File: config.mk
export PLATFORM = sky130hd
export DESIGN_NAME = palette_shade_recolor_unit
export DESIGN_NICKNAME = d
export VERILOG_FILES = /design/src/psr_pkg.sv /design/src/psr_ram.sv /design/src/palette_shade_recolor_unit.sv
export SDC_FILE = /design/constraint.sdc
export NUM_CORES = 1
export LEC_CHECK = 0
export ABC_CLOCK_PERIOD_IN_PS = 11800
export BUFFER_PORTS_ARGS = -buffer_cell sky130_fd_sc_hd__buf_2
export CORE_UTILIZATION = 30
export CTS_BUF_LIST = sky130_fd_sc_hd__clkbuf_8
export CTS_CLUSTER_DIAMETER = 200
export DETAILED_ROUTE_END_ITERATION = 10
export PLACE_DENSITY_LB_ADDON = 0.05
export RECOVER_POWER = 100
export SETUP_SLACK_MARGIN = 0.5
export SYNTH_ARGS = -nofsm -noshare
export SYNTH_HDL_FRONTEND = slang
export SYNTH_SLANG_ARGS = --single-unit
File: constraint.sdc
create_clock -name clk -period 11.8 [get_ports clk]
set_input_delay 0.59 -clock clk [delete_from_list [all_inputs] [get_ports clk]]
set_output_delay 0.59 -clock clk [all_outputs]
set_load 0.01 [all_outputs]
File: src/psr_pkg.sv
// ----------------------------------------------------------------------------
// psr_pkg
// Shared types, register indexes, palette endpoint table and shade blend
// helpers for the palette shade recolor unit.
// ----------------------------------------------------------------------------
package psr_pkg;

    localparam int PAL_ENTRIES = 18;

    typedef struct packed {
        logic [7:0] mask_code;
        logic [7:0] in_red;
        logic [7:0] in_green;
        logic [7:0] in_blue;
        logic       end_of_image;
    } psr_pixel_t;

    typedef struct packed {
        logic [7:0] out_red;
        logic [7:0] out_green;
        logic [7:0] out_blue;
        logic       painted;
        logic       last_out;
        logic       config_error;
    } psr_result_t;

    typedef struct packed {
        logic [4:0] pr;
        logic [4:0] pg;
        logic [4:0] pb;
        logic [4:0] sr;
        logic [4:0] sg;
        logic [4:0] sb;
    } psr_ends_t;

    localparam int ENDS_W = $bits(psr_ends_t);

    typedef logic [2:0] psr_cfg_idx_t;
    localparam psr_cfg_idx_t CFG_FIRST_COLOR  = 3'd0;
    localparam psr_cfg_idx_t CFG_SECOND_COLOR = 3'd1;
    localparam psr_cfg_idx_t CFG_NONE_CODE    = 3'd2;
    localparam psr_cfg_idx_t CFG_FIRST_BASE   = 3'd3;
    localparam psr_cfg_idx_t CFG_SECOND_BASE  = 3'd4;
    localparam psr_cfg_idx_t CFG_LAST_CODE    = 3'd5;

    typedef logic [2:0] psr_shade_t;
    localparam psr_shade_t SHADE_PRIMARY   = 3'd0;
    localparam psr_shade_t SHADE_QUARTER   = 3'd1;
    localparam psr_shade_t SHADE_THIRD     = 3'd2;
    localparam psr_shade_t SHADE_HALF      = 3'd3;
    localparam psr_shade_t SHADE_TWO_THIRD = 3'd4;
    localparam psr_shade_t SHADE_THREE_QTR = 3'd5;
    localparam psr_shade_t SHADE_SECONDARY = 3'd6;

    function automatic psr_ends_t palette_ends(input logic [4:0] idx);
        psr_ends_t e;
        case (idx)
            5'd0:    e = '{5'd19, 5'd19, 5'd15, 5'd9,  5'd9,  5'd6};
            5'd1:    e = '{5'd0,  5'd4,  5'd8,  5'd0,  5'd2,  5'd4};
            5'd2:    e = '{5'd20, 5'd16, 5'd2,  5'd12, 5'd9,  5'd2};
            5'd3:    e = '{5'd18, 5'd18, 5'd18, 5'd8,  5'd8,  5'd8};
            5'd4:    e = '{5'd19, 5'd10, 5'd4,  5'd11, 5'd6,  5'd2};
            5'd5:    e = '{5'd6,  5'd7,  5'd8,  5'd2,  5'd3,  5'd4};
            5'd6:    e = '{5'd2,  5'd14, 5'd5,  5'd0,  5'd8,  5'd2};
            5'd7:    e = '{5'd16, 5'd6,  5'd4,  5'd8,  5'd3,  5'd1};
            5'd8:    e = '{5'd8,  5'd10, 5'd16, 5'd4,  5'd5,  5'd8};
            5'd9:    e = '{5'd17, 5'd4,  5'd4,  5'd4,  5'd3,  5'd3};
            5'd10:   e = '{5'd4,  5'd6,  5'd11, 5'd1,  5'd2,  5'd5};
            5'd11:   e = '{5'd20, 5'd7,  5'd7,  5'd10, 5'd4,  5'd4};
            5'd12:   e = '{5'd3,  5'd3,  5'd3,  5'd1,  5'd1,  5'd1};
            5'd13:   e = '{5'd17, 5'd9,  5'd15, 5'd7,  5'd3,  5'd6};
            5'd14:   e = '{5'd5,  5'd6,  5'd4,  5'd1,  5'd2,  5'd0};
            5'd15:   e = '{5'd19, 5'd17, 5'd9,  5'd10, 5'd8,  5'd2};
            5'd16:   e = '{5'd12, 5'd16, 5'd18, 5'd3,  5'd6,  5'd8};
            5'd17:   e = '{5'd11, 5'd13, 5'd9,  5'd4,  5'd5,  5'd3};
            default: e = '0;
        endcase
        return e;
    endfunction

    // floor(x / 3) for x below 96
    function automatic logic [4:0] div3(input logic [6:0] x);
        logic [12:0] prod;
        prod = 13'(x) * 13'd43;
        return prod[11:7];
    endfunction

    function automatic logic [4:0] blend(input logic [4:0] p, input logic [4:0] s,
                                         input psr_shade_t shade);
        logic [4:0] ph;
        logic [4:0] sh;
        logic [4:0] mid;
        logic [4:0] r;
        ph  = p >> 1;
        sh  = s >> 1;
        mid = ph + sh;
        case (shade)
            SHADE_PRIMARY:   r = p;
            SHADE_QUARTER:   r = ph + (mid >> 1);
            SHADE_THIRD:     r = div3({1'b0, p, 1'b0} + 7'(s));
            SHADE_HALF:      r = mid;
            SHADE_TWO_THIRD: r = div3(7'(p) + {1'b0, s, 1'b0});
            SHADE_THREE_QTR: r = (mid >> 1) + sh;
            default:         r = s;
        endcase
        return r;
    endfunction

    function automatic logic [7:0] widen(input logic [4:0] v);
        return {v, v[4:2]};
    endfunction

endpackage

File: src/psr_ram.sv
// ----------------------------------------------------------------------------
// psr_ram
// Generic single-write, single-read RAM with a registered read port.
// ----------------------------------------------------------------------------
module psr_ram #(
    parameter int WIDTH = 8,
    parameter int DEPTH = 16
) (
    input  logic                                  clk,
    input  logic                                  we,
    input  logic [(DEPTH > 1 ? $clog2(DEPTH) : 1)-1:0] waddr,
    input  logic [WIDTH-1:0]                      wdata,
    input  logic [(DEPTH > 1 ? $clog2(DEPTH) : 1)-1:0] raddr,
    output logic [WIDTH-1:0]                      rdata
);

    logic [WIDTH-1:0] mem [DEPTH];

    always_ff @(posedge clk)
    begin
        if (we)
        begin
            mem[waddr] <= wdata;
        end
        rdata <= mem[raddr];
    end

endmodule

File: src/palette_shade_recolor_unit.sv
// ----------------------------------------------------------------------------
// palette_shade_recolor_unit
// Pixel recolor: mask code selects a palette colour and shade, channels are
// blended from RAM-held endpoints and widened from 5 to 8 bits.
// Result strobe: an accepted item passes the s1 registers, then the result register.
// Throughput: one item per cycle while busy is low; the receiver cannot stall.
// Reset: control and config registers take their reset values, then the endpoint
// RAM is loaded one entry per cycle, all PALETTE_SIZE entries, with busy high.
// ----------------------------------------------------------------------------
module palette_shade_recolor_unit
    import psr_pkg::*;
#(
    parameter int PALETTE_SIZE = 18
) (
    input  logic         clk,
    input  logic         rst_n,
    input  logic         start,
    output logic         busy,
    input  psr_pixel_t   pixel,
    input  logic         cfg_valid,
    output logic         cfg_ready,
    input  psr_cfg_idx_t cfg_index,
    input  logic [7:0]   cfg_data,
    output logic         result_valid,
    output psr_result_t  result
);

    localparam int IDX_W = PALETTE_SIZE > 1 ? $clog2(PALETTE_SIZE) : 1;

    logic [4:0] first_color_reg;
    logic [4:0] second_color_reg;
    logic [7:0] none_code_reg;
    logic [7:0] first_base_reg;
    logic [7:0] second_base_reg;
    logic [7:0] last_code_reg;

    logic             fill_active_reg;
    logic [IDX_W-1:0] fill_idx_reg;

    logic        s1_valid_reg;
    logic        s1_paint_reg;
    logic        s1_err_reg;
    psr_shade_t  s1_shade_reg;
    psr_pixel_t  s1_pixel_reg;

    logic        result_valid_reg;
    psr_result_t result_reg;
    psr_result_t result_next;

    logic        accept;
    logic        err;
    logic        use_second;
    logic [4:0]  idx;
    logic [7:0]  shade_raw;
    psr_shade_t  shade;
    logic        paint;
    psr_ends_t   ends;
    logic [ENDS_W-1:0] rdata;

    assign busy      = fill_active_reg;
    assign cfg_ready = 1'b1;
    assign accept    = start && !busy;

    always_ff @(posedge clk or negedge rst_n)
    begin
        if (!rst_n)
        begin
            first_color_reg  <= '0;
            second_color_reg <= '0;
            none_code_reg    <= 8'd0;
            first_base_reg   <= 8'd1;
            second_base_reg  <= 8'd8;
            last_code_reg    <= 8'd14;
        end
        else if (cfg_valid)
        begin
            unique case (cfg_index)
                CFG_FIRST_COLOR:  first_color_reg  <= cfg_data[4:0];
                CFG_SECOND_COLOR: second_color_reg <= cfg_data[4:0];
                CFG_NONE_CODE:    none_code_reg    <= cfg_data;
                CFG_FIRST_BASE:   first_base_reg   <= cfg_data;
                CFG_SECOND_BASE:  second_base_reg  <= cfg_data;
                CFG_LAST_CODE:    last_code_reg    <= cfg_data;
                default:          ;
            endcase
        end
    end

    // load endpoint table after reset
    always_ff @(posedge clk or negedge rst_n)
    begin
        if (!rst_n)
        begin
            fill_active_reg <= 1'b1;
            fill_idx_reg    <= '0;
        end
        else if (fill_active_reg)
        begin
            if (fill_idx_reg == IDX_W'(PALETTE_SIZE - 1))
            begin
                fill_active_reg <= 1'b0;
            end
            else
            begin
                fill_idx_reg <= fill_idx_reg + IDX_W'(1);
            end
        end
    end

    always_comb
    begin
        err = ({1'b0, first_color_reg} >= 6'(PALETTE_SIZE))
           || ({1'b0, second_color_reg} >= 6'(PALETTE_SIZE));
        use_second = pixel.mask_code >= second_base_reg;
        idx        = use_second ? second_color_reg : first_color_reg;
        shade_raw  = pixel.mask_code - (use_second ? second_base_reg : first_base_reg);
        shade      = (shade_raw >= 8'(SHADE_SECONDARY)) ? SHADE_SECONDARY : shade_raw[2:0];
        paint      = !err && (pixel.mask_code != none_code_reg)
                  && (pixel.mask_code <= last_code_reg);
    end

    psr_ram #(
        .WIDTH(ENDS_W),
        .DEPTH(PALETTE_SIZE)
    ) u_ends_ram (
        .clk  (clk),
        .we   (fill_active_reg),
        .waddr(fill_idx_reg),
        .wdata(palette_ends(5'(fill_idx_reg))),
        .raddr(idx[IDX_W-1:0]),
        .rdata(rdata)
    );

    always_ff @(posedge clk or negedge rst_n)
    begin
        if (!rst_n)
        begin
            s1_valid_reg <= 1'b0;
        end
        else
        begin
            s1_valid_reg <= accept;
        end
    end

    always_ff @(posedge clk)
    begin
        if (accept)
        begin
            s1_paint_reg <= paint;
            s1_err_reg   <= err;
            s1_shade_reg <= shade;
            s1_pixel_reg <= pixel;
        end
    end

    always_comb
    begin
        ends = psr_ends_t'(rdata);
        result_next.painted      = s1_paint_reg;
        result_next.last_out     = s1_pixel_reg.end_of_image;
        result_next.config_error = s1_err_reg;
        if (s1_paint_reg)
        begin
            result_next.out_red   = widen(blend(ends.pr, ends.sr, s1_shade_reg));
            result_next.out_green = widen(blend(ends.pg, ends.sg, s1_shade_reg));
            result_next.out_blue  = widen(blend(ends.pb, ends.sb, s1_shade_reg));
        end
        else
        begin
            result_next.out_red   = s1_pixel_reg.in_red;
            result_next.out_green = s1_pixel_reg.in_green;
            result_next.out_blue  = s1_pixel_reg.in_blue;
        end
    end

    always_ff @(posedge clk or negedge rst_n)
    begin
        if (!rst_n)
        begin
            result_valid_reg <= 1'b0;
        end
        else
        begin
            result_valid_reg <= s1_valid_reg;
        end
    end

    always_ff @(posedge clk)
    begin
        if (s1_valid_reg)
        begin
            result_reg <= result_next;
        end
    end

    assign result_valid = result_valid_reg;
    assign result       = result_reg;

endmodule

**Word-level counts from Yosys, hierarchy flattened**

Memories as Yosys holds them, arrays and structs flattened. A register that Yosys moved wholly into a read port is not among the register bits.
Index checks and enable logic that the tools add are counted.

- Add/sub/neg operators: 17
- Equal/unequal tests: 12
- Mux-type cells: 10
- Reductions and logical operators: 15
- Bitwise gates (word level): 1
- Magnitude comparators: 5
- Multiply operators: 6

Operators by type and width:

| cell | number |
|---|---|
| 5-bit one-hot mux with 6 select lines | 3 |
| 7-bit by 6-bit multiplier with 12-bit output (second input constant) | 6 |
| 4-bit by 4-bit adder with 5-bit output | 9 |
| 24-bit 2-to-1 mux | 1 |
| 5-bit by 6-bit adder with 7-bit output | 3 |
| 6-bit by 5-bit adder with 7-bit output | 3 |
| 2-bit AND reduction | 7 |
| 3-bit by 2-bit == test with 1-bit output (second input constant) | 4 |
| 3-bit == test (second input constant) | 4 |
| 5-bit greater-or-equal comparator (second input constant) | 2 |
| 8-bit by 3-bit greater-or-equal comparator with 1-bit output (second input constant) | 1 |
| 8-bit greater-or-equal comparator | 1 |
| 8-bit <= comparator | 1 |
| 8-bit 2-to-1 mux | 1 |
| 8-bit inequality test | 1 |
| 8-bit subtractor | 1 |
| 3-bit by 1-bit == test with 1-bit output (second input constant) | 2 |
| 3-bit logical NOT | 2 |
| 5-bit by 1-bit adder with 5-bit output (second input constant) | 1 |
| 5-bit == test (second input constant) | 1 |
| 5-bit 2-to-1 mux | 1 |
| 1-bit 2-to-1 mux | 4 |
| 1-bit logical AND | 3 |
| 1-bit logical NOT | 2 |
| other kinds (2) | 2 |

- Input port bits: 48
- Register bits after elaboration: 107
- Word-level logic and storage cells: 91
- Bits in writable memories: 540
- Memory bits (read-only): 864
- Memories kept: 2

Memories:

| memory | words | bits a word | rd ports | clocked after memory_dff | wr ports | line | source |
|---|---|---|---|---|---|---|---|
| (name not given) | 32 | 27 | 1 | 0 | 0 | psr_pkg.sv:57 | `case (idx)` |
| u_ends_ram.mem | 18 | 30 | 1 | 1 | 1 | psr_ram.sv:17 | `logic [WIDTH-1:0] mem [DEPTH];` |

**Longest topological paths before layout**

Gate-level depths: netlist of the first run.

- Depth after elaboration: 5
- Depth in mapped cells: 19

**By module**

From an unflattened synthesis of the first run, not the netlist that was laid out.

- Cells, all modules: 2305
- Area total of the unflattened synthesis: 33677.3 um2

By module, submodules not included:

| module | cells an instance | seq. area each (um2) | instances | area each (um2) |
|---|---|---|---|---|
| psr_ram | 987 | 16816.1 | 1 | 21349.2 |
| palette_shade_recolor_unit | 1318 | 2970.3 | 1 | 12328.1 |

**Least setup slack after synthesis of the first run**

No wires, ideal clock.

- Path type: reg2reg
- Start: register u_ends_ram.rdata[12] (read register of u_ends_ram.mem)
- End: register result_reg, in the netlist result[20], data pin
- Period minus slack after synthesis: 4647 ps
- Path buffers: 0
- Cell stages (with the launch flop): 19
- Path slack: 7153 ps
- Arrival: 4383 ps
- Required time: 11537 ps
- Cells stage by stage: dfxtp_1 > ha_1 > a21o_1 > a21oi_1 > xnor2_1 > ha_1 > ha_1 > inv_1 > fa_1 > inv_1 > ha_1 > and3_1 > a31o_2 > a21o_1 > a2111o_1 > a31oi_1 > xnor2_1 > a221oi_1 > o2bb2ai_1

RTL lines:

| element | line | source |
|---|---|---|
| start: declaration | psr_ram.sv:14 | `output logic [WIDTH-1:0] rdata` |
| end signal: assignment | palette_shade_recolor_unit.sv:193 | `result_reg <= result_next;` |
| end: declaration | palette_shade_recolor_unit.sv:47 | `psr_result_t result_reg;` |

**Final worst setup path of the first run**

- Start: register second_base_reg[3]
- End: register u_ends_ram.rdata[27] (read register of u_ends_ram.mem)

- Cells in the longest elaborated chain, start to end: 2

Ends and longest elaborated chain:

| element | line | source |
|---|---|---|
| start: declaration | palette_shade_recolor_unit.sv:34 | `logic [7:0] second_base_reg;` |
| start signal: assignment | palette_shade_recolor_unit.sv:82 | `CFG_SECOND_BASE: second_base_reg <= cfg_data;` |
| 8-bit greater-or-equal comparator | palette_shade_recolor_unit.sv:114 | `use_second = pixel.mask_code >= second_base_reg;` |
| 5-bit 2-to-1 mux | palette_shade_recolor_unit.sv:115 | `idx = use_second ? second_color_reg : first_color_reg;` |

No other way between the ends.
A chain may end at the register's enable or synchronous reset.

==> impl_metrics.env, run 1 <==
export IMPL_outcome="finished with violations"
export IMPL_failed_checks="capacitance limit, slew limit"
export IMPL_ff2ff_path_depth=13
export IMPL_tns_setup_ps=0
export IMPL_ys_seq_elements=601
export IMPL_holdPathStages=3
export IMPL_worstPathMaxFanout=107
export IMPL_synth_cell_type_count=78
export IMPL_postCtsSetupBuffers=0
export IMPL_drtAntennaViolNets=0
export IMPL_crit_reg2reg_launch="second_base_reg[3]"
export IMPL_timing_critical_path_to_type="flip-flop"
export IMPL_clkLatencyLatePin_ps=770
export IMPL_worst_hold_path_startpoint="cfg_data[3]"
export IMPL_floorplan_die_area_mm2=0.102
export IMPL_placed_cells_incl_taps=3734
export IMPL_clk_pin_slew_worst_paths_ps=60
export IMPL_synth_edff_count=525
export IMPL_ff2ff_setup_slack_ps=4420
export IMPL_layout_min_cycle_time_ps=7380
export IMPL_final_nets=2900
export IMPL_initial_cell_density_of_the_core_pct=30.3
export IMPL_chipWidth_um=320
export IMPL_cts_inserted_buffers=107
export IMPL_regToRegEndpoint="u_ends_ram.rdata[27]"
export IMPL_number_of_flip_flops_in_the_largest_register=468
export IMPL_buffer_type_at_the_clock_tree_root="sky130_fd_sc_hd__clkbuf_8"
export IMPL_synth_top_cell_by_area="sky130_fd_sc_hd__edfxtp_1"
export IMPL_drv_cap=32
export IMPL_critical_path_class="reg2reg"
export IMPL_yosys_warnings=0
export IMPL_ys_top_cells_by_count="sky130_fd_sc_hd__edfxtp_1, sky130_fd_sc_hd__nand2_1, sky130_fd_sc_hd__ha_1"
export IMPL_yosysTopAreaCellShare_pct=52.0
export IMPL_final_cells=3959
export IMPL_hold_violations=0
export IMPL_dp_final_hpwl_mm=56.4
export IMPL_post_synth_instance_area_mm2=0.0303
export IMPL_dr_total_vias=19600
export IMPL_drt_pass1_iter_count=5
export IMPL_synth_sequential_area_ratio_pct=57.9
export IMPL_final_layout_size_suffix_gt1_share_pct=11.0
export IMPL_critical_path_required_ps=12390
export IMPL_ctsHoldBuffers=26
export IMPL_worst_hold_path_endpoint="second_base_reg[3]"
export IMPL_grt_first_pass_wirelength_mm=134
export IMPL_timing_critical_path_slowest_stage_cell="sky130_fd_sc_hd__clkbuf_1"
export IMPL_synth_async_sr_flop_share_pct=8.32
export IMPL_fin_skew_ps=65.6
export IMPL_cts_root_to_sink_buffers=3
export IMPL_gr_usage_all_layers_pct=17.7
export IMPL_timing_fmax_ghz=0.135
export IMPL_num_io_pins=78
export IMPL_synthTopCellsByArea="sky130_fd_sc_hd__edfxtp_1, sky130_fd_sc_hd__ha_1, sky130_fd_sc_hd__nand2_1"
export IMPL_netlist_instances=2405
export IMPL_finalWeightedCongestion=0.793
export IMPL_avgSynthCellArea_um2=12.6
export IMPL_remaining_drc_errors=0
export IMPL_grt_pass1_vias=20400
export IMPL_tritoncts="yes"
export IMPL_worst_ep_arrival_time_ps=7970
export IMPL_yosys_most_used_dff="sky130_fd_sc_hd__edfxtp_1"
export IMPL_area_growth_syn_to_layout_pct=13.9
export IMPL_critical_path_top_cell_by_count="sky130_fd_sc_hd__clkbuf_1"
export IMPL_die_height_um=320
export IMPL_gr_total_overflow=0
export IMPL_synth_nets=2734
export IMPL_timing_slew_headroom_pct=-112
export IMPL_coreArea_mm2=0.100
export IMPL_placementRows=116
export IMPL_viasPerCell=4.96
export IMPL_critPathLaunchType="flip-flop"
export IMPL_worst_slew_pin_slew_ps=3180
export IMPL_critical_path_max_stage_delay_ps=1640
export IMPL_final_min_period_over_clock_period_pct=62.6
export IMPL_cts_htree_levels=3
export IMPL_grt_antenna_before_repair=5
export IMPL_unrepaired_setup_endpoints_after_global_routing="no"
export IMPL_hold_path_class="in2reg"
export IMPL_cell_chain_of_the_critical_path="inv_1, ha_1, o21a_1, nor2_1, o31ai_1, clkbuf_1, mux2i_4, clkbuf_1, buf_12, mux2_2, o221ai_1, a221oi_1, a311o_1"
export IMPL_dr_first_iter_drc_count=1337
export IMPL_slew_violations=691
export IMPL_post_cts_resized_instances=0
export IMPL_grt_start_max_net_pins=108
export IMPL_clkSinkCount=601
export IMPL_total_routed_length_mm=90.4
export IMPL_synth_most_common_cell="sky130_fd_sc_hd__edfxtp_1"
export IMPL_final_report_setup_violation_count=0
export IMPL_place_port_buffers=76
export IMPL_avgRoutedWirePerCell_um=22.8
[logic make-up (layout without fill, tap and decap cells)]
| logic type | after synthesis | after routing | synth area share (%) |
|---|---|---|---|
| buffers and inverters | 252 | 504 | 3.39 |
| other | 1 | 5 | 0.0124 |
| AOI/OAI and AO/OA | 427 | 427 | 9.45 |
| muxes | 154 | 154 | 5.49 |
| xor gates and xnor gates | 67 | 67 | 1.94 |
| adders and majority gates | 281 | 281 | 12.7 |
| DFF | 601 | 601 | 57.9 |
| and+or+nand+nor | 622 | 622 | 9.16 |
[final cells by class]
| class | instances | area, um2 |
|---|---|---|
| flip-flops and latches | 601 | 17500 |
| well taps | 1298 | 1620 |
| inverters | 144 | 541 |
| clock buffers | 114 | 1570 |
| clock inverters | 81 | 430 |
| repair buffers | 165 | 926 |
| diodes | 4 | 10.0 |
| multi-input cells | 1552 | 11900 |
| fillers | 9958 | 65600 |
[critical path, delay by kind of cell (launching register included)]
kind                       cells  cell delay (ps)
buffers and inverters          4             3810
AOI/OAI and AO/OA              5             1590
DFF                            1              530
muxes                          2              810
adders and majority gates      1              270
and+or+nand+nor                1               50
[cells in the final DEF, fill, tap and decap left out, types with 21 or more instances in the layout]
| cell type | count |
|---|---|
| sky130_fd_sc_hd__mux2i_1 | 81 |
| sky130_fd_sc_hd__clkinv_1 | 24 |
| sky130_fd_sc_hd__nand3_1 | 109 |
| sky130_fd_sc_hd__a221oi_1 | 21 |
| sky130_fd_sc_hd__buf_2 | 39 |
| sky130_fd_sc_hd__o21ai_0 | 85 |
| sky130_fd_sc_hd__a21oi_1 | 112 |
| sky130_fd_sc_hd__clkbuf_8 | 114 |
| sky130_fd_sc_hd__xor2_1 | 23 |
| sky130_fd_sc_hd__buf_4 | 21 |
| sky130_fd_sc_hd__xnor2_1 | 44 |
| sky130_fd_sc_hd__dfxtp_1 | 26 |
| sky130_fd_sc_hd__nand2_1 | 344 |
| sky130_fd_sc_hd__inv_1 | 180 |
| sky130_fd_sc_hd__a21o_1 | 41 |
| sky130_fd_sc_hd__clkbuf_1 | 78 |
| sky130_fd_sc_hd__mux2_2 | 58 |
| sky130_fd_sc_hd__fa_1 | 43 |
| sky130_fd_sc_hd__dfrtp_1 | 44 |
| sky130_fd_sc_hd__a31oi_1 | 25 |
| sky130_fd_sc_hd__edfxtp_1 | 525 |
| sky130_fd_sc_hd__dlygate4sd3_1 | 26 |
| sky130_fd_sc_hd__ha_1 | 238 |
| sky130_fd_sc_hd__nor2_1 | 54 |
[metrics by stage]
stage | util, % | hold WS, ps | setup slack [ps] | instance area [um2]
final | 34.5 | 138 | 4420 | 34500
after global routing | 34.5 | 106 | 3900 | 34500
after CTS | 34.8 | 53.9 | 6240 | 34800
after detailed placement | 32.5 | 406 | 6290 | 32600
after global placement | 32.5 | 409 | 6370 | 32600
after floorplan | - | 294 | 7150 | 30300
[how the worst max path moves through the flow]
stage,startpoint,end,slack [ps],cells past startpoint
after floorplan,u_ends_ram.rdata[12],result[20],7150,18
after global placement,u_ends_ram.rdata[15],result[4],6370,17
after detailed placement,u_ends_ram.rdata[15],result[9],6290,17
after CTS,u_ends_ram.rdata[15],result[4],6240,17
after global routing,second_base_reg[3],u_ends_ram.rdata[27],3900,13
final,second_base_reg[3],u_ends_ram.rdata[27],4420,13
[routing by layer]
metal	track usage (%)	vias to the layer above	share of wire (%)
met1	24.0	9860	47
met5	0	-	0
met2	29.1	381	47
met3	2.74	145	4.0
li1	-	9262	-
met4	5.02	0	2.3
Power of run 1 is left out: the tool's default activity adds up to more than one toggle a clock period on the data nets, which glitch-free logic cannot reach.
==> run 2, diff against run 1 <==
--- a/config.mk
+++ b/config.mk
@@ -5,7 +5,8 @@
 export SDC_FILE = /design/constraint.sdc
 export NUM_CORES = 1
 export LEC_CHECK = 0
-export ABC_CLOCK_PERIOD_IN_PS = 11800
+export ABC_AREA = 1
+export ABC_CLOCK_PERIOD_IN_PS = 6450
 export BUFFER_PORTS_ARGS = -buffer_cell sky130_fd_sc_hd__buf_2
 export CORE_UTILIZATION = 30
 export CTS_BUF_LIST = sky130_fd_sc_hd__clkbuf_8
==> constraint.sdc (replaced) <==
create_clock -name clk -period 6.45 [get_ports clk]
set_input_delay 0.3225 -clock clk [delete_from_list [all_inputs] [get_ports clk]]
set_output_delay 0.3225 -clock clk [all_outputs]
set_load 0.01 [all_outputs]
==> run 2 against run 1 <==
The flow still finishes with violations (capacitance limit, slew limit). Synthesized cell count grew 37%. Die area grew 7.1%. Register-to-register slack lost 3100 ps. Worst setup slack lost 3100 ps. Hold slack lost 35 ps. Non-clock buffer count grew 10. Sequential share of layout area shrank 3.0 points. Clock skew shrank 24 ps. Critical endpoint is now u_ends_ram.rdata[6].
==> impl_metrics.env, run 2 <==
export IMPL_layout_min_cycle_time_ps=5180
export IMPL_final_layout_size_suffix_gt1_share_pct=6.06
export IMPL_area_growth_syn_to_layout_pct=12.9
export IMPL_cts_inserted_buffers=108
export IMPL_hold_path_class="in2reg"
export IMPL_gr_total_overflow=0
export IMPL_timing_fmax_ghz=0.193
export IMPL_number_of_flip_flops_in_the_largest_register=468
export IMPL_slew_violations=574
export IMPL_dp_final_hpwl_mm=61.5
export IMPL_synthTopCellsByArea="sky130_fd_sc_hd__edfxtp_1, sky130_fd_sc_hd__ha_1, sky130_fd_sc_hd__nand2_1"
export IMPL_final_util_pct=34.2
export IMPL_synth_edff_count=525
export IMPL_synth_cell_type_count=53
export IMPL_final_nets=3787
export IMPL_finalWeightedCongestion=0.841
export IMPL_critical_path_max_stage_delay_ps=1160
export IMPL_worst_slew_pin_slew_ps=3220
export IMPL_avgRoutedWirePerCell_um=20.5
export IMPL_unrepaired_setup_endpoints_after_global_routing="no"
export IMPL_crit_startpoint="second_base_reg[3]"
export IMPL_initial_cell_density_of_the_core_pct=30.3
export IMPL_hold_violations=0
export IMPL_grt_antenna_before_repair=3
export IMPL_dr_first_iter_drc_count=1513
export IMPL_drtAntennaViolNets=0
export IMPL_cts_htree_levels=3
export IMPL_fin_total_pwr_uw=21400
export IMPL_final_common_cell="sky130_fd_sc_hd__nand2_1"
export IMPL_grt_start_max_net_pins=122
export IMPL_dr_total_vias=23400
export IMPL_filler_cell_count=10900
export IMPL_clkSinkCount=601
export IMPL_gr_usage_all_layers_pct=18.6
export IMPL_ys_seq_elements=601
export IMPL_synth_sequential_area_ratio_pct=54.0
export IMPL_critical_path_class="reg2reg"
export IMPL_outcome="finished with violations"
export IMPL_post_synth_instance_area_mm2=0.0325
export IMPL_critical_path_top_cell_by_count="sky130_fd_sc_hd__nand2_1"
export IMPL_grt_first_pass_wirelength_mm=152
export IMPL_coreArea_mm2=0.107
export IMPL_netlist_instances=3299
export IMPL_timing_slew_headroom_pct=-115
export IMPL_commonest_non_fill_non_tap_cells_in_the_layout="sky130_fd_sc_hd__nand2_1, sky130_fd_sc_hd__inv_1, sky130_fd_sc_hd__edfxtp_1"
export IMPL_synth_nets=3628
export IMPL_yosys_most_used_dff="sky130_fd_sc_hd__edfxtp_1"
export IMPL_worstPathMaxFanout=32
export IMPL_synth_most_common_cell="sky130_fd_sc_hd__nand2_1"
export IMPL_final_report_setup_violation_count=0
export IMPL_clk_pin_slew_worst_paths_ps=60
export IMPL_p_per_area_mw_per_mm2=585
export IMPL_timing_critical_path_slowest_stage_cell="sky130_fd_sc_hd__o21ai_4"
export IMPL_tns_setup_ps=0
export IMPL_fin_skew_ps=42.0
export IMPL_critical_path_required_ps=7110
export IMPL_cell_chain_of_the_critical_path="inv_1, ha_1, nand2_1, inv_1, nand2_1, nand2_1, nand2_1, nand3_1, o21ai_4, clkinv_2, buf_4, nand3_1, nand3_1, nand2_1, nand2_1, nand2_1"
export IMPL_crit_reg2reg_launch="second_base_reg[3]"
export IMPL_avgSynthCellArea_um2=9.84
export IMPL_worst_ir_drop_vdd_uv=492
export IMPL_timing_critical_path_to_type="flip-flop"
export IMPL_remaining_drc_errors=0
export IMPL_final_min_period_over_clock_period_pct=80.3
export IMPL_failed_checks="capacitance limit, slew limit"
export IMPL_worst_hold_path_startpoint="cfg_index[0]"
export IMPL_grt_pass1_vias=23700
export IMPL_yosysTopAreaCellShare_pct=48.6
export IMPL_place_port_buffers=76
export IMPL_total_routed_length_mm=101
export IMPL_buffer_type_at_the_clock_tree_root="sky130_fd_sc_hd__clkbuf_8"
export IMPL_num_io_pins=78
export IMPL_placementRows=120
export IMPL_ys_top_cells_by_count="sky130_fd_sc_hd__nand2_1, sky130_fd_sc_hd__inv_1, sky130_fd_sc_hd__edfxtp_1"
export IMPL_cts_root_to_sink_buffers=3
export IMPL_worst_ep_arrival_time_ps=5840
export IMPL_critPathLaunchType="flip-flop"
export IMPL_critPathBufInv=4
export IMPL_synth_top_cell_by_area="sky130_fd_sc_hd__edfxtp_1"
export IMPL_viasPerCell=4.74
export IMPL_clkLatencyLatePin_ps=770
export IMPL_chipWidth_um=331
export IMPL_drt_pass1_iter_count=5
export IMPL_tritoncts="yes"
export IMPL_die_height_um=331
export IMPL_yosys_warnings=0
export IMPL_synth_async_sr_flop_share_pct=8.32
export IMPL_postCtsSetupBuffers=0
export IMPL_family_with_the_most_delay_on_the_worst_path="simple AND/OR/NAND/NOR gates"
export IMPL_standby_leakage_power_uw=0.0164
export IMPL_floorplan_die_area_mm2=0.110
export IMPL_drv_cap=29
==> run 2: routing by layer <==
| layer | global-route usage, % | share of wire, % |
|---|---|---|
| met5 | 0 | 0 |
| met3 | 2.39 | 3.6 |
| met4 | 5.38 | 2.4 |
| met1 | 25.0 | 47 |
| met2 | 31.3 | 47 |
==> run 2: where the power goes <==
| part | internal, uW | switching [uW] | total (uW) |
|---|---|---|---|
| Combinational | 5140 | 8390 | 13500 |
| Sequential | 4370 | 246 | 4620 |
| Clock | 1630 | 1640 | 3270 |
| Total | 11100 | 10300 | 21400 |
==> run 2: what timing repair did <==
item | CTS | global route
endpoints found under the hold margin | 111 | 0
gates resized for setup | 0 | 0
hold buffers | 35 | 0
setup endpoints to repair | 0 | 0
==> run 2: area by class of cell <==
cell class	count	area, um2	area share [%]
clock buffer	112	1540	4.21
sequential	601	17500	47.9
multi-input combinational	1991	12200	33.3
clock inverter	73	343	0.935
timing repair buffer	175	1070	2.91
tap	1403	1760	4.79
inverter	581	2180	5.95
antenna	2	5.00	0.0137
==> run 2: final timing paths <==
check                      slack (ps)                   to  depth (start not counted)
setup reg to reg                 1270  u_ends_ram.rdata[6]                         16
hold reg to reg                   420            result[0]                          0
min in group asynchronous        1250      fill_idx_reg[4]                          3
setup / recovery                 1270  u_ends_ram.rdata[6]                         16
max in group asynchronous        3310         s1_valid_reg                          3
hold / removal                    100   first_color_reg[0]                          4
==> run 2: logic make-up (layout without fill, tap and decap cells) <==
logic type | after synthesis | after routing | synth area share [%]
AND/OR/NAND/NOR | 1366 | 1366 | 19.0
flip-flops | 601 | 601 | 54.0
AO/OA/AOI/OAI | 304 | 304 | 5.57
multiplexers | 1 | 1 | 0.0347
other | 1 | 3 | 0.0115
adder cells (fa/ha/maj) | 281 | 281 | 11.8
buffers and inverters | 707 | 941 | 8.52
XOR/XNOR | 38 | 38 | 1.03
==> run 2: tightest hold or removal path, stage by stage <==
cell and delay (ps):
sky130_fd_sc_hd__buf_2 100, sky130_fd_sc_hd__nor2_1 50, sky130_fd_sc_hd__nand2_1 220, sky130_fd_sc_hd__o21ai_0 110
==> run 2: through the flow <==
step                      setup WS [ps]  hold WS, ps  instance area [um2]  instances
after floorplan                    2150         26.9                32500       3299
after global placement             1650          412                34700       4716
after detailed placement           1640          405                34700       4716
after CTS                          1610         3.36                37000       4936
after global routing                901         97.9                36600       4938
final                              1270          103                36600       4938
(Power assumes the default switching activity.)
